--- src/sat_pkg.sv ---
package sat_pkg;

  localparam int unsigned KIND_W     = 2;
  localparam int unsigned TAG_W      = 32;
  localparam int unsigned SLOT_OUT_W = 6;
  localparam int unsigned STATUS_W   = 3;
  localparam int unsigned FREE_W     = 7;

  typedef enum logic [KIND_W-1:0] {
    KIND_LOOKUP  = 2'd0,
    KIND_RELEASE = 2'd1,
    KIND_CLEAR   = 2'd2
  } kind_t;

  typedef enum logic [STATUS_W-1:0] {
    STAT_HIT     = 3'd0,
    STAT_ALLOC   = 3'd1,
    STAT_FULL    = 3'd2,
    STAT_MISSING = 3'd3,
    STAT_DONE    = 3'd4
  } status_t;

  // broadcast control from the sequencer to every cell
  typedef struct packed {
    logic             cmp;
    logic             clear;
    logic             bind_en;
    logic             unbind;
    logic [TAG_W-1:0] cmp_tag;
    logic [TAG_W-1:0] bind_tag;
  } cell_ctl_t;

endpackage

--- src/sat_if.sv ---
interface sat_in_if;
  logic                       valid;
  logic                       ready;
  logic [sat_pkg::KIND_W-1:0] kind;
  logic [sat_pkg::TAG_W-1:0]  owner_tag;

  modport source (output valid, output kind, output owner_tag, input ready);
  modport sink   (input valid, input kind, input owner_tag, output ready);
endinterface

interface sat_out_if;
  logic                           valid;
  logic                           ready;
  logic [sat_pkg::SLOT_OUT_W-1:0] slot_index;
  logic [sat_pkg::STATUS_W-1:0]   status;
  logic [sat_pkg::FREE_W-1:0]     free_slots;

  modport source (output valid, output slot_index, output status, output free_slots,
                  input ready);
  modport sink   (input valid, input slot_index, input status, input free_slots,
                  output ready);
endinterface

--- src/slot_allocator_with_tag_map.sv ---
// a result enters the output register in the resolve state, once it is empty;
// items are taken only while idle, so none until the last resolves; accepting
// compares the tag in every cell and reads the free queue head, resolving updates
// the queue; a waiting result blocks the next item only in its resolve state
// reset: synchronous, active low; all slots free, queue reads 0..SLOTS-1 by way
// of a fill count, so no clearing pass is needed after reset or clear-all
module slot_allocator_with_tag_map #(
  parameter int unsigned SLOTS = 64
) (
  input  logic            clk,
  input  logic            rst_n,
  sat_in_if.sink          in_ch,
  sat_out_if.source       out_ch
);

  localparam int unsigned IDX_W = $clog2(SLOTS);
  localparam int unsigned CNT_W = $clog2(SLOTS + 1);
  localparam logic [IDX_W-1:0] LAST_IDX = IDX_W'(SLOTS - 1);
  localparam logic [CNT_W-1:0] FULL_CNT = CNT_W'(SLOTS);

  typedef enum logic {S_IDLE, S_RESOLVE} state_t;

  state_t                         state_r, state_nxt;
  logic [sat_pkg::KIND_W-1:0]     kind_r;
  logic [sat_pkg::TAG_W-1:0]      tag_r;
  logic [IDX_W-1:0]               head_r, head_nxt;
  logic [IDX_W-1:0]               tail_r, tail_nxt;
  logic [CNT_W-1:0]               count_r, count_nxt;
  logic [CNT_W-1:0]               fill_r, fill_nxt;
  logic                           out_valid_r, out_valid_nxt;
  logic [sat_pkg::SLOT_OUT_W-1:0] out_slot_r, out_slot_nxt;
  logic [sat_pkg::STATUS_W-1:0]   out_status_r, out_status_nxt;
  logic [sat_pkg::FREE_W-1:0]     out_free_r, out_free_nxt;

  logic [IDX_W-1:0]               queue_mem [SLOTS];
  logic [IDX_W-1:0]               q_data_r;
  logic                           q_written_r;
  logic                           q_wr;
  logic [IDX_W-1:0]               q_wr_data;

  logic                           accept;
  logic                           load;
  logic [SLOTS-1:0]               match;
  logic                           hit;
  logic [IDX_W-1:0]               hit_idx;
  logic [IDX_W-1:0]               q_slot;
  logic [IDX_W-1:0]               sel_idx;
  sat_pkg::cell_ctl_t             ctl;

  function automatic logic [IDX_W-1:0] wrap_next(input logic [IDX_W-1:0] p);
    wrap_next = (p == LAST_IDX) ? '0 : p + 1'b1;
  endfunction

  assign accept = in_ch.valid && in_ch.ready;
  assign load   = (state_r == S_RESOLVE) && (!out_valid_r || out_ch.ready);

  // a tag is bound to at most one slot, so an or of the indices encodes the hit
  always_comb begin
    hit_idx = '0;
    for (int unsigned i = 0; i < SLOTS; i++) begin
      if (match[i]) begin
        hit_idx = hit_idx | IDX_W'(i);
      end
    end
  end

  assign hit    = |match;
  assign q_slot = q_written_r ? q_data_r : head_r;

  always_comb begin
    state_nxt      = state_r;
    head_nxt       = head_r;
    tail_nxt       = tail_r;
    count_nxt      = count_r;
    fill_nxt       = fill_r;
    out_valid_nxt  = out_valid_r && !out_ch.ready;
    out_slot_nxt   = out_slot_r;
    out_status_nxt = out_status_r;
    out_free_nxt   = out_free_r;
    q_wr           = 1'b0;
    q_wr_data      = hit_idx;
    sel_idx        = hit_idx;
    ctl.cmp        = accept;
    ctl.cmp_tag    = in_ch.owner_tag;
    ctl.bind_tag   = tag_r;
    ctl.clear      = 1'b0;
    ctl.bind_en    = 1'b0;
    ctl.unbind     = 1'b0;

    unique case (state_r)
      S_IDLE: begin
        if (accept) begin
          state_nxt = S_RESOLVE;
        end
      end
      S_RESOLVE: begin
        if (load) begin
          state_nxt      = S_IDLE;
          out_valid_nxt  = 1'b1;
          out_slot_nxt   = '0;
          out_status_nxt = sat_pkg::STAT_MISSING;
          unique case (kind_r)
            sat_pkg::KIND_LOOKUP: begin
              if (hit) begin
                out_slot_nxt   = sat_pkg::SLOT_OUT_W'(hit_idx);
                out_status_nxt = sat_pkg::STAT_HIT;
              end else if (count_r == '0) begin
                out_status_nxt = sat_pkg::STAT_FULL;
              end else begin
                sel_idx        = q_slot;
                ctl.bind_en    = 1'b1;
                head_nxt       = wrap_next(head_r);
                count_nxt      = count_r - 1'b1;
                out_slot_nxt   = sat_pkg::SLOT_OUT_W'(q_slot);
                out_status_nxt = sat_pkg::STAT_ALLOC;
              end
            end
            sat_pkg::KIND_RELEASE: begin
              if (hit) begin
                ctl.unbind = 1'b1;
                if (count_r < FULL_CNT) begin
                  q_wr      = 1'b1;
                  tail_nxt  = wrap_next(tail_r);
                  count_nxt = count_r + 1'b1;
                  if (fill_r < FULL_CNT) begin
                    fill_nxt = fill_r + 1'b1;
                  end
                end
                out_slot_nxt   = sat_pkg::SLOT_OUT_W'(hit_idx);
                out_status_nxt = sat_pkg::STAT_DONE;
              end
            end
            sat_pkg::KIND_CLEAR: begin
              ctl.clear      = 1'b1;
              head_nxt       = '0;
              tail_nxt       = '0;
              count_nxt      = FULL_CNT;
              fill_nxt       = '0;
              out_status_nxt = sat_pkg::STAT_DONE;
            end
            default: begin
              out_status_nxt = sat_pkg::STAT_MISSING;
            end
          endcase
          out_free_nxt = sat_pkg::FREE_W'(count_nxt);
        end
      end
      default: begin
        state_nxt = S_IDLE;
      end
    endcase
  end

  always_ff @(posedge clk) begin
    if (!rst_n) begin
      state_r     <= S_IDLE;
      head_r      <= '0;
      tail_r      <= '0;
      count_r     <= FULL_CNT;
      fill_r      <= '0;
      out_valid_r <= 1'b0;
    end else begin
      state_r     <= state_nxt;
      head_r      <= head_nxt;
      tail_r      <= tail_nxt;
      count_r     <= count_nxt;
      fill_r      <= fill_nxt;
      out_valid_r <= out_valid_nxt;
    end
    out_slot_r   <= out_slot_nxt;
    out_status_r <= out_status_nxt;
    out_free_r   <= out_free_nxt;
    if (accept) begin
      kind_r <= in_ch.kind;
      tag_r  <= in_ch.owner_tag;
    end
  end

  // free queue; entries at or past the fill count read as their own index
  always_ff @(posedge clk) begin
    if (q_wr) begin
      queue_mem[tail_r] <= q_wr_data;
    end
    if (accept) begin
      q_data_r    <= queue_mem[head_r];
      q_written_r <= CNT_W'(head_r) < fill_r;
    end
  end

  for (genvar g = 0; g < SLOTS; g++) begin : g_cell
    sat_cell u_cell (
      .clk   (clk),
      .rst_n (rst_n),
      .ctl   (ctl),
      .sel   (sel_idx == IDX_W'(g)),
      .match (match[g])
    );
  end

  assign in_ch.ready       = (state_r == S_IDLE);
  assign out_ch.valid      = out_valid_r;
  assign out_ch.slot_index = out_slot_r;
  assign out_ch.status     = out_status_r;
  assign out_ch.free_slots = out_free_r;

endmodule

--- src/sat_cell.sv ---
module sat_cell (
  input  logic               clk,
  input  logic               rst_n,
  input  sat_pkg::cell_ctl_t ctl,
  input  logic               sel,
  output logic               match
);

  logic                      in_use_r;
  logic                      in_use_nxt;
  logic [sat_pkg::TAG_W-1:0] owner_r;
  logic                      match_r;

  always_comb begin
    in_use_nxt = in_use_r;
    if (ctl.clear) begin
      in_use_nxt = 1'b0;
    end else if (sel && ctl.bind_en) begin
      in_use_nxt = 1'b1;
    end else if (sel && ctl.unbind) begin
      in_use_nxt = 1'b0;
    end
  end

  always_ff @(posedge clk) begin
    if (!rst_n) begin
      in_use_r <= 1'b0;
      match_r  <= 1'b0;
    end else begin
      in_use_r <= in_use_nxt;
      if (ctl.cmp) begin
        match_r <= in_use_r && (owner_r == ctl.cmp_tag);
      end
    end
  end

  // owner only read while in use
  always_ff @(posedge clk) begin
    if (sel && ctl.bind_en && !ctl.clear) begin
      owner_r <= ctl.bind_tag;
    end
  end

  assign match = match_r;

endmodule

--- src/flat_wrapper.sv ---
// flat-port wrapper written by rule: the top's interface ports become plain ports
module slot_allocator_with_tag_map_flat 
#(
  parameter int unsigned SLOTS = 64
)
  (clk, rst_n, in_ch_valid, in_ch_kind, in_ch_owner_tag, in_ch_ready, out_ch_valid, out_ch_slot_index, out_ch_status, out_ch_free_slots, out_ch_ready);
  sat_in_if in_ch_i ();
  sat_out_if out_ch_i ();
  input  logic clk;
  input  logic rst_n;
  input wire logic [$bits(in_ch_i.valid)-1:0] in_ch_valid;
  input wire logic [$bits(in_ch_i.kind)-1:0] in_ch_kind;
  input wire logic [$bits(in_ch_i.owner_tag)-1:0] in_ch_owner_tag;
  output wire logic [$bits(in_ch_i.ready)-1:0] in_ch_ready;
  output wire logic [$bits(out_ch_i.valid)-1:0] out_ch_valid;
  output wire logic [$bits(out_ch_i.slot_index)-1:0] out_ch_slot_index;
  output wire logic [$bits(out_ch_i.status)-1:0] out_ch_status;
  output wire logic [$bits(out_ch_i.free_slots)-1:0] out_ch_free_slots;
  input wire logic [$bits(out_ch_i.ready)-1:0] out_ch_ready;
  assign in_ch_i.valid = in_ch_valid;
  assign in_ch_i.kind = in_ch_kind;
  assign in_ch_i.owner_tag = in_ch_owner_tag;
  assign in_ch_ready = in_ch_i.ready;
  assign out_ch_valid = out_ch_i.valid;
  assign out_ch_slot_index = out_ch_i.slot_index;
  assign out_ch_status = out_ch_i.status;
  assign out_ch_free_slots = out_ch_i.free_slots;
  assign out_ch_i.ready = out_ch_ready;
  slot_allocator_with_tag_map #(.SLOTS(SLOTS)) u_core (.clk(clk), .rst_n(rst_n), .in_ch(in_ch_i), .out_ch(out_ch_i));
endmodule
--- config.mk ---
export PLATFORM = sky130hd
export DESIGN_NAME = slot_allocator_with_tag_map_flat
export DESIGN_NICKNAME = d
export VERILOG_FILES = /design/src/sat_pkg.sv /design/src/sat_if.sv /design/src/slot_allocator_with_tag_map.sv /design/src/sat_cell.sv /design/src/flat_wrapper.sv
export SDC_FILE = /design/constraint.sdc
export NUM_CORES = 2
export LEC_CHECK = 0
export BUFFER_PORTS_ARGS = -buffer_cell sky130_fd_sc_hd__buf_2
export CORE_ASPECT_RATIO = 0.9
export CORE_MARGIN = 1
export CORE_UTILIZATION = 55
export CTS_BUF_LIST = sky130_fd_sc_hd__clkbuf_8
export DETAILED_ROUTE_END_ITERATION = 8
export PLACE_DENSITY = 0.77
export SYNTH_ARGS = -nofsm -noshare
export SYNTH_HDL_FRONTEND = slang
export SYNTH_HIERARCHICAL = 1
export SYNTH_SLANG_ARGS = --single-unit
--- constraint.sdc ---
create_clock -name clk -period 9.5 [get_ports clk]
set_input_delay 1.425 -clock clk [delete_from_list [all_inputs] [get_ports clk]]
set_output_delay 1.425 -clock clk [all_outputs]
set_load 0.02 [all_outputs]
==> run summary <==
status = finished clean
Die X = 471.2 µm
core box area = 0.1963 mm²
CTS tree = built
Initial Utilization = 55.50%
CP startpoint kind = flip-flop
H-tree levels = 5
final clock period utilization by the worst path = 59.59%
HPWL after DPL = 167.3 mm
max_cap viols = 0
CTS clock-pin slew for the worst setup and hold paths = 0.06 ns
Post-route DRC = 0
# rows = 154
post-CTS resize count = 0
worst slew pin tran = 1.327 ns
CP Data Required Time = 10.25 ns
Boundary Pins = 56
Final setup viols = 0
clk buf depth = 4
first-pass detailed-route iteration total = 6
Vias = 64.60k
Post-Syn Instances = 6671
Routed WL per cell = 31.15 µm
routability cong. = 0.8962
Post-synth EDFFs = 2489
power per cell area = 191.8 mW/mm²
syn nets = 6720
worst-path maximum fanout = 28
unique cell type count in the Yosys netlist = 66
global route total overflow = 0
worst skew pair latency = 1.11 ns
final hold slack = 0.4585 ns
Total Wirelength = 317.8 mm
total CTS buffers = 422
Port Buf Inserts = 55
Worst slew margin = 10.83%
Max Freq = 0.1766 GHz
WP data arrival = 6.41 ns
Fin Setup TNS = 0 ns
CTS Root Cell = clkbuf_8
setup bufs post-CTS = 0
async set-reset flop share out of synthesis = 0%
full die area = 0.1999 mm²
LEAKAGE = 36.16 nW
Die Y = 424.3 µm
minimum clock period = 5.661 ns
Num Clock Sinks = 2645
placed cell areas = 0.1141 mm²
Total GRT Usage = 31.60%
top_reg_cell synth = edfxtp_1
Syn Area/Cell = 16.33 µm²
yosys warns = 6
1st-iter DRT viols = 9913
Layout Nets = 7328
CTS hold repair buffers = 0
share of layout cells above drive strength 1 = 13.83%
number of global-route vias before repair = 62.63k
vias per cell = 6.331
Crit Path Category = flip-flop to flip-flop
ANT nets after route = 0
VDD IR max = 0.1356 mV
Syn-to-layout area delta = 12.01%
Fin. Hold Viols = 0
fin area = 0.1221 mm²
post-synthesis sequential area ratio = 71.45%
initial antenna violation count = 27
first-pass GRT wire length = 445.9 mm
CP endpoint kind = flip-flop
clock skew = 0.09299 ns
RSZ-0062 raised after global routing = false
filler cell count = 13.73k
Hold WC Path Type = flip-flop to flip-flop
Synth Cell Area = 0.1090 mm²
Yosys reg bits = 2645
largest net degree at the start of global routing = 135
Final Max Tran Viols = 0
==> synth_stat cells (all sizes together), types with 3 or more instances <==
master | instances | share of area [%]
edfxtp | 2489 | 69
xnor2 | 1858 | 15
nand4 | 526 | 3.0
nand2 | 302 | 1.0
xor2 | 195 | 1.6
nor2 | 175 | 0.61
nor4 | 167 | 1.0
dfxtp | 156 | 2.9
nor3 | 124 | 0.68
mux4 | 120 | 2.5
a21oi | 86 | 0.39
nand3 | 85 | 0.39
nand3b | 76 | 0.52
nand2b | 71 | 0.41
clkbuf | 37 | 0.13
buf | 34 | 0.17
o21ai | 25 | 0.12
inv | 15 | 0.052
a22oi | 12 | 0.083
ha | 11 | 0.13
or4 | 11 | 0.076
o211ai | 8 | 0.055
a31oi | 7 | 0.040
mux2 | 7 | 0.072
or2 | 7 | 0.040
or3 | 7 | 0.040
mux2i | 6 | 0.055
a21o | 4 | 0.028
a311oi | 4 | 0.032
a31o | 4 | 0.032
a32oi | 3 | 0.038
clkinv | 3 | 0.010
nor2b | 3 | 0.017
o41ai | 3 | 0.041
==> routing by layer <==
| metal | track usage [%] | wire, µm |
|---|---|---|
| met5 | 0 | 55 |
| met1 | 42.72 | 113800 |
| met2 | 48.82 | 144100 |
| met3 | 7.642 | 43930 |
| met4 | 14.28 | 15940 |
==> cell usage in the layout (no fill, tap or decap), types with 10 or more instances in the layout <==
cell type | Yosys | layout
xnor2_1 | 1858 | 1858
nor3_2 | 24 | 25
edfxtp_1 | 2489 | 2489
buf_6 | 5 | 28
nor3_1 | 100 | 99
inv_1 | 15 | 148
bufinv_16 | 0 | 11
nand3_1 | 85 | 85
ha_1 | 11 | 11
nand2b_1 | 70 | 68
nand4_1 | 526 | 526
nor2_2 | 1 | 64
clkbuf_8 | 0 | 466
a21oi_1 | 86 | 86
nor2_1 | 173 | 108
o21ai_0 | 22 | 22
mux4_2 | 120 | 120
clkinv_1 | 3 | 81
buf_2 | 9 | 22
xor2_1 | 195 | 195
diode_2 | 0 | 16
nand3b_1 | 76 | 76
dfxtp_1 | 156 | 153
nor4_1 | 163 | 163
nand2_1 | 302 | 301
clkinv_2 | 0 | 58
a22oi_1 | 12 | 12
buf_4 | 1 | 201
or4_1 | 11 | 10
==> worst paths after layout <==
kind / from / to / slack, ns / cells after the start
setup reg to reg: u_core/kind_r[0] / u_core/g_cell[50].u_cell/owner_r[8] / 3.84 / 10
hold / removal: u_core/g_cell[24].u_cell/in_use_r / u_core/g_cell[24].u_cell/in_use_r / 0.46 / 2
hold reg to reg: u_core/g_cell[24].u_cell/in_use_r / u_core/g_cell[24].u_cell/in_use_r / 0.46 / 2
setup / recovery: u_core/kind_r[0] / u_core/g_cell[50].u_cell/owner_r[8] / 3.84 / 10
==> state kept, by name, indices dropped and copies added, names as in the netlist, 7 cells and up <==
name                           count
u_core/fill_r                      7
u_core/tag_r                      32
u_core/g_cell.u_cell/owner_r    2048
u_core/out_ch.free_slots           7
u_core/g_cell.u_cell/in_use_r     64
u_core/g_cell.u_cell/match        64
u_core/count_r                     7
u_core/queue_mem                 384
==> per-stage QoR <==
| stage | setup slack [ns] | utilization (%) | power, mW | cells |
|---|---|---|---|---|
| after floorplan | 2.092 | - | 13.62 | 6671 |
| after global placement | 3.624 | 58.11 | 14.37 | 9429 |
| after detailed placement | 3.484 | 58.11 | 14.40 | 9429 |
| after CTS | 4.008 | 62.14 | 23.42 | 10190 |
| after global routing | 3.683 | 62.15 | 23.99 | 10190 |
| final | 3.839 | 62.16 | 23.42 | 10200 |
==> worst max-delay path, cell delays in order (launching register included) <==
cell      delay [ns]
edfxtp_1        0.63
nor2_1          0.48
nand3_1         0.42
or4_1           0.76
nor2_4          0.94
a32oi_2         0.43
buf_4           0.40
nor3_2          0.18
nand2_1         0.13
nor2_2          0.57
buf_4           0.39
==> power breakdown <==
group	switching [mW]	leakage (nW)	internal, mW
Combinational	1.01	8.72	0.385
Sequential	0.0451	22.9	12.8
Clock	4.43	4.59	4.78
Total	5.49	36.2	17.9
==> area by class of cell <==
cell class / count / area, µm² / share of cell area, %
Antenna cell: 16 / 40.04 / 0.03280
Inverter: 18 / 67.56 / 0.05536
Multi-Input combinational cell: 3937 / 30930 / 25.34
Tap cell: 2574 / 3221 / 2.639
Clock inverter: 293 / 1520 / 1.246
Timing Repair Buffer: 255 / 2008 / 1.645
Clock buffer: 465 / 6400 / 5.243
Sequential cell: 2645 / 77870 / 63.80
==> kinds of logic after synthesis <==
kind of cell | Yosys count | share of synthesized area [%]
flops | 2645 | 71.45
xor+xnor | 2053 | 16.50
simple gates | 1566 | 7.954
compound gates | 174 | 1.002
mux | 133 | 2.608
buf+inv | 89 | 0.3548
fa+ha+maj | 11 | 0.1263
No activity file was read; power rests on OpenSTA's default activity.
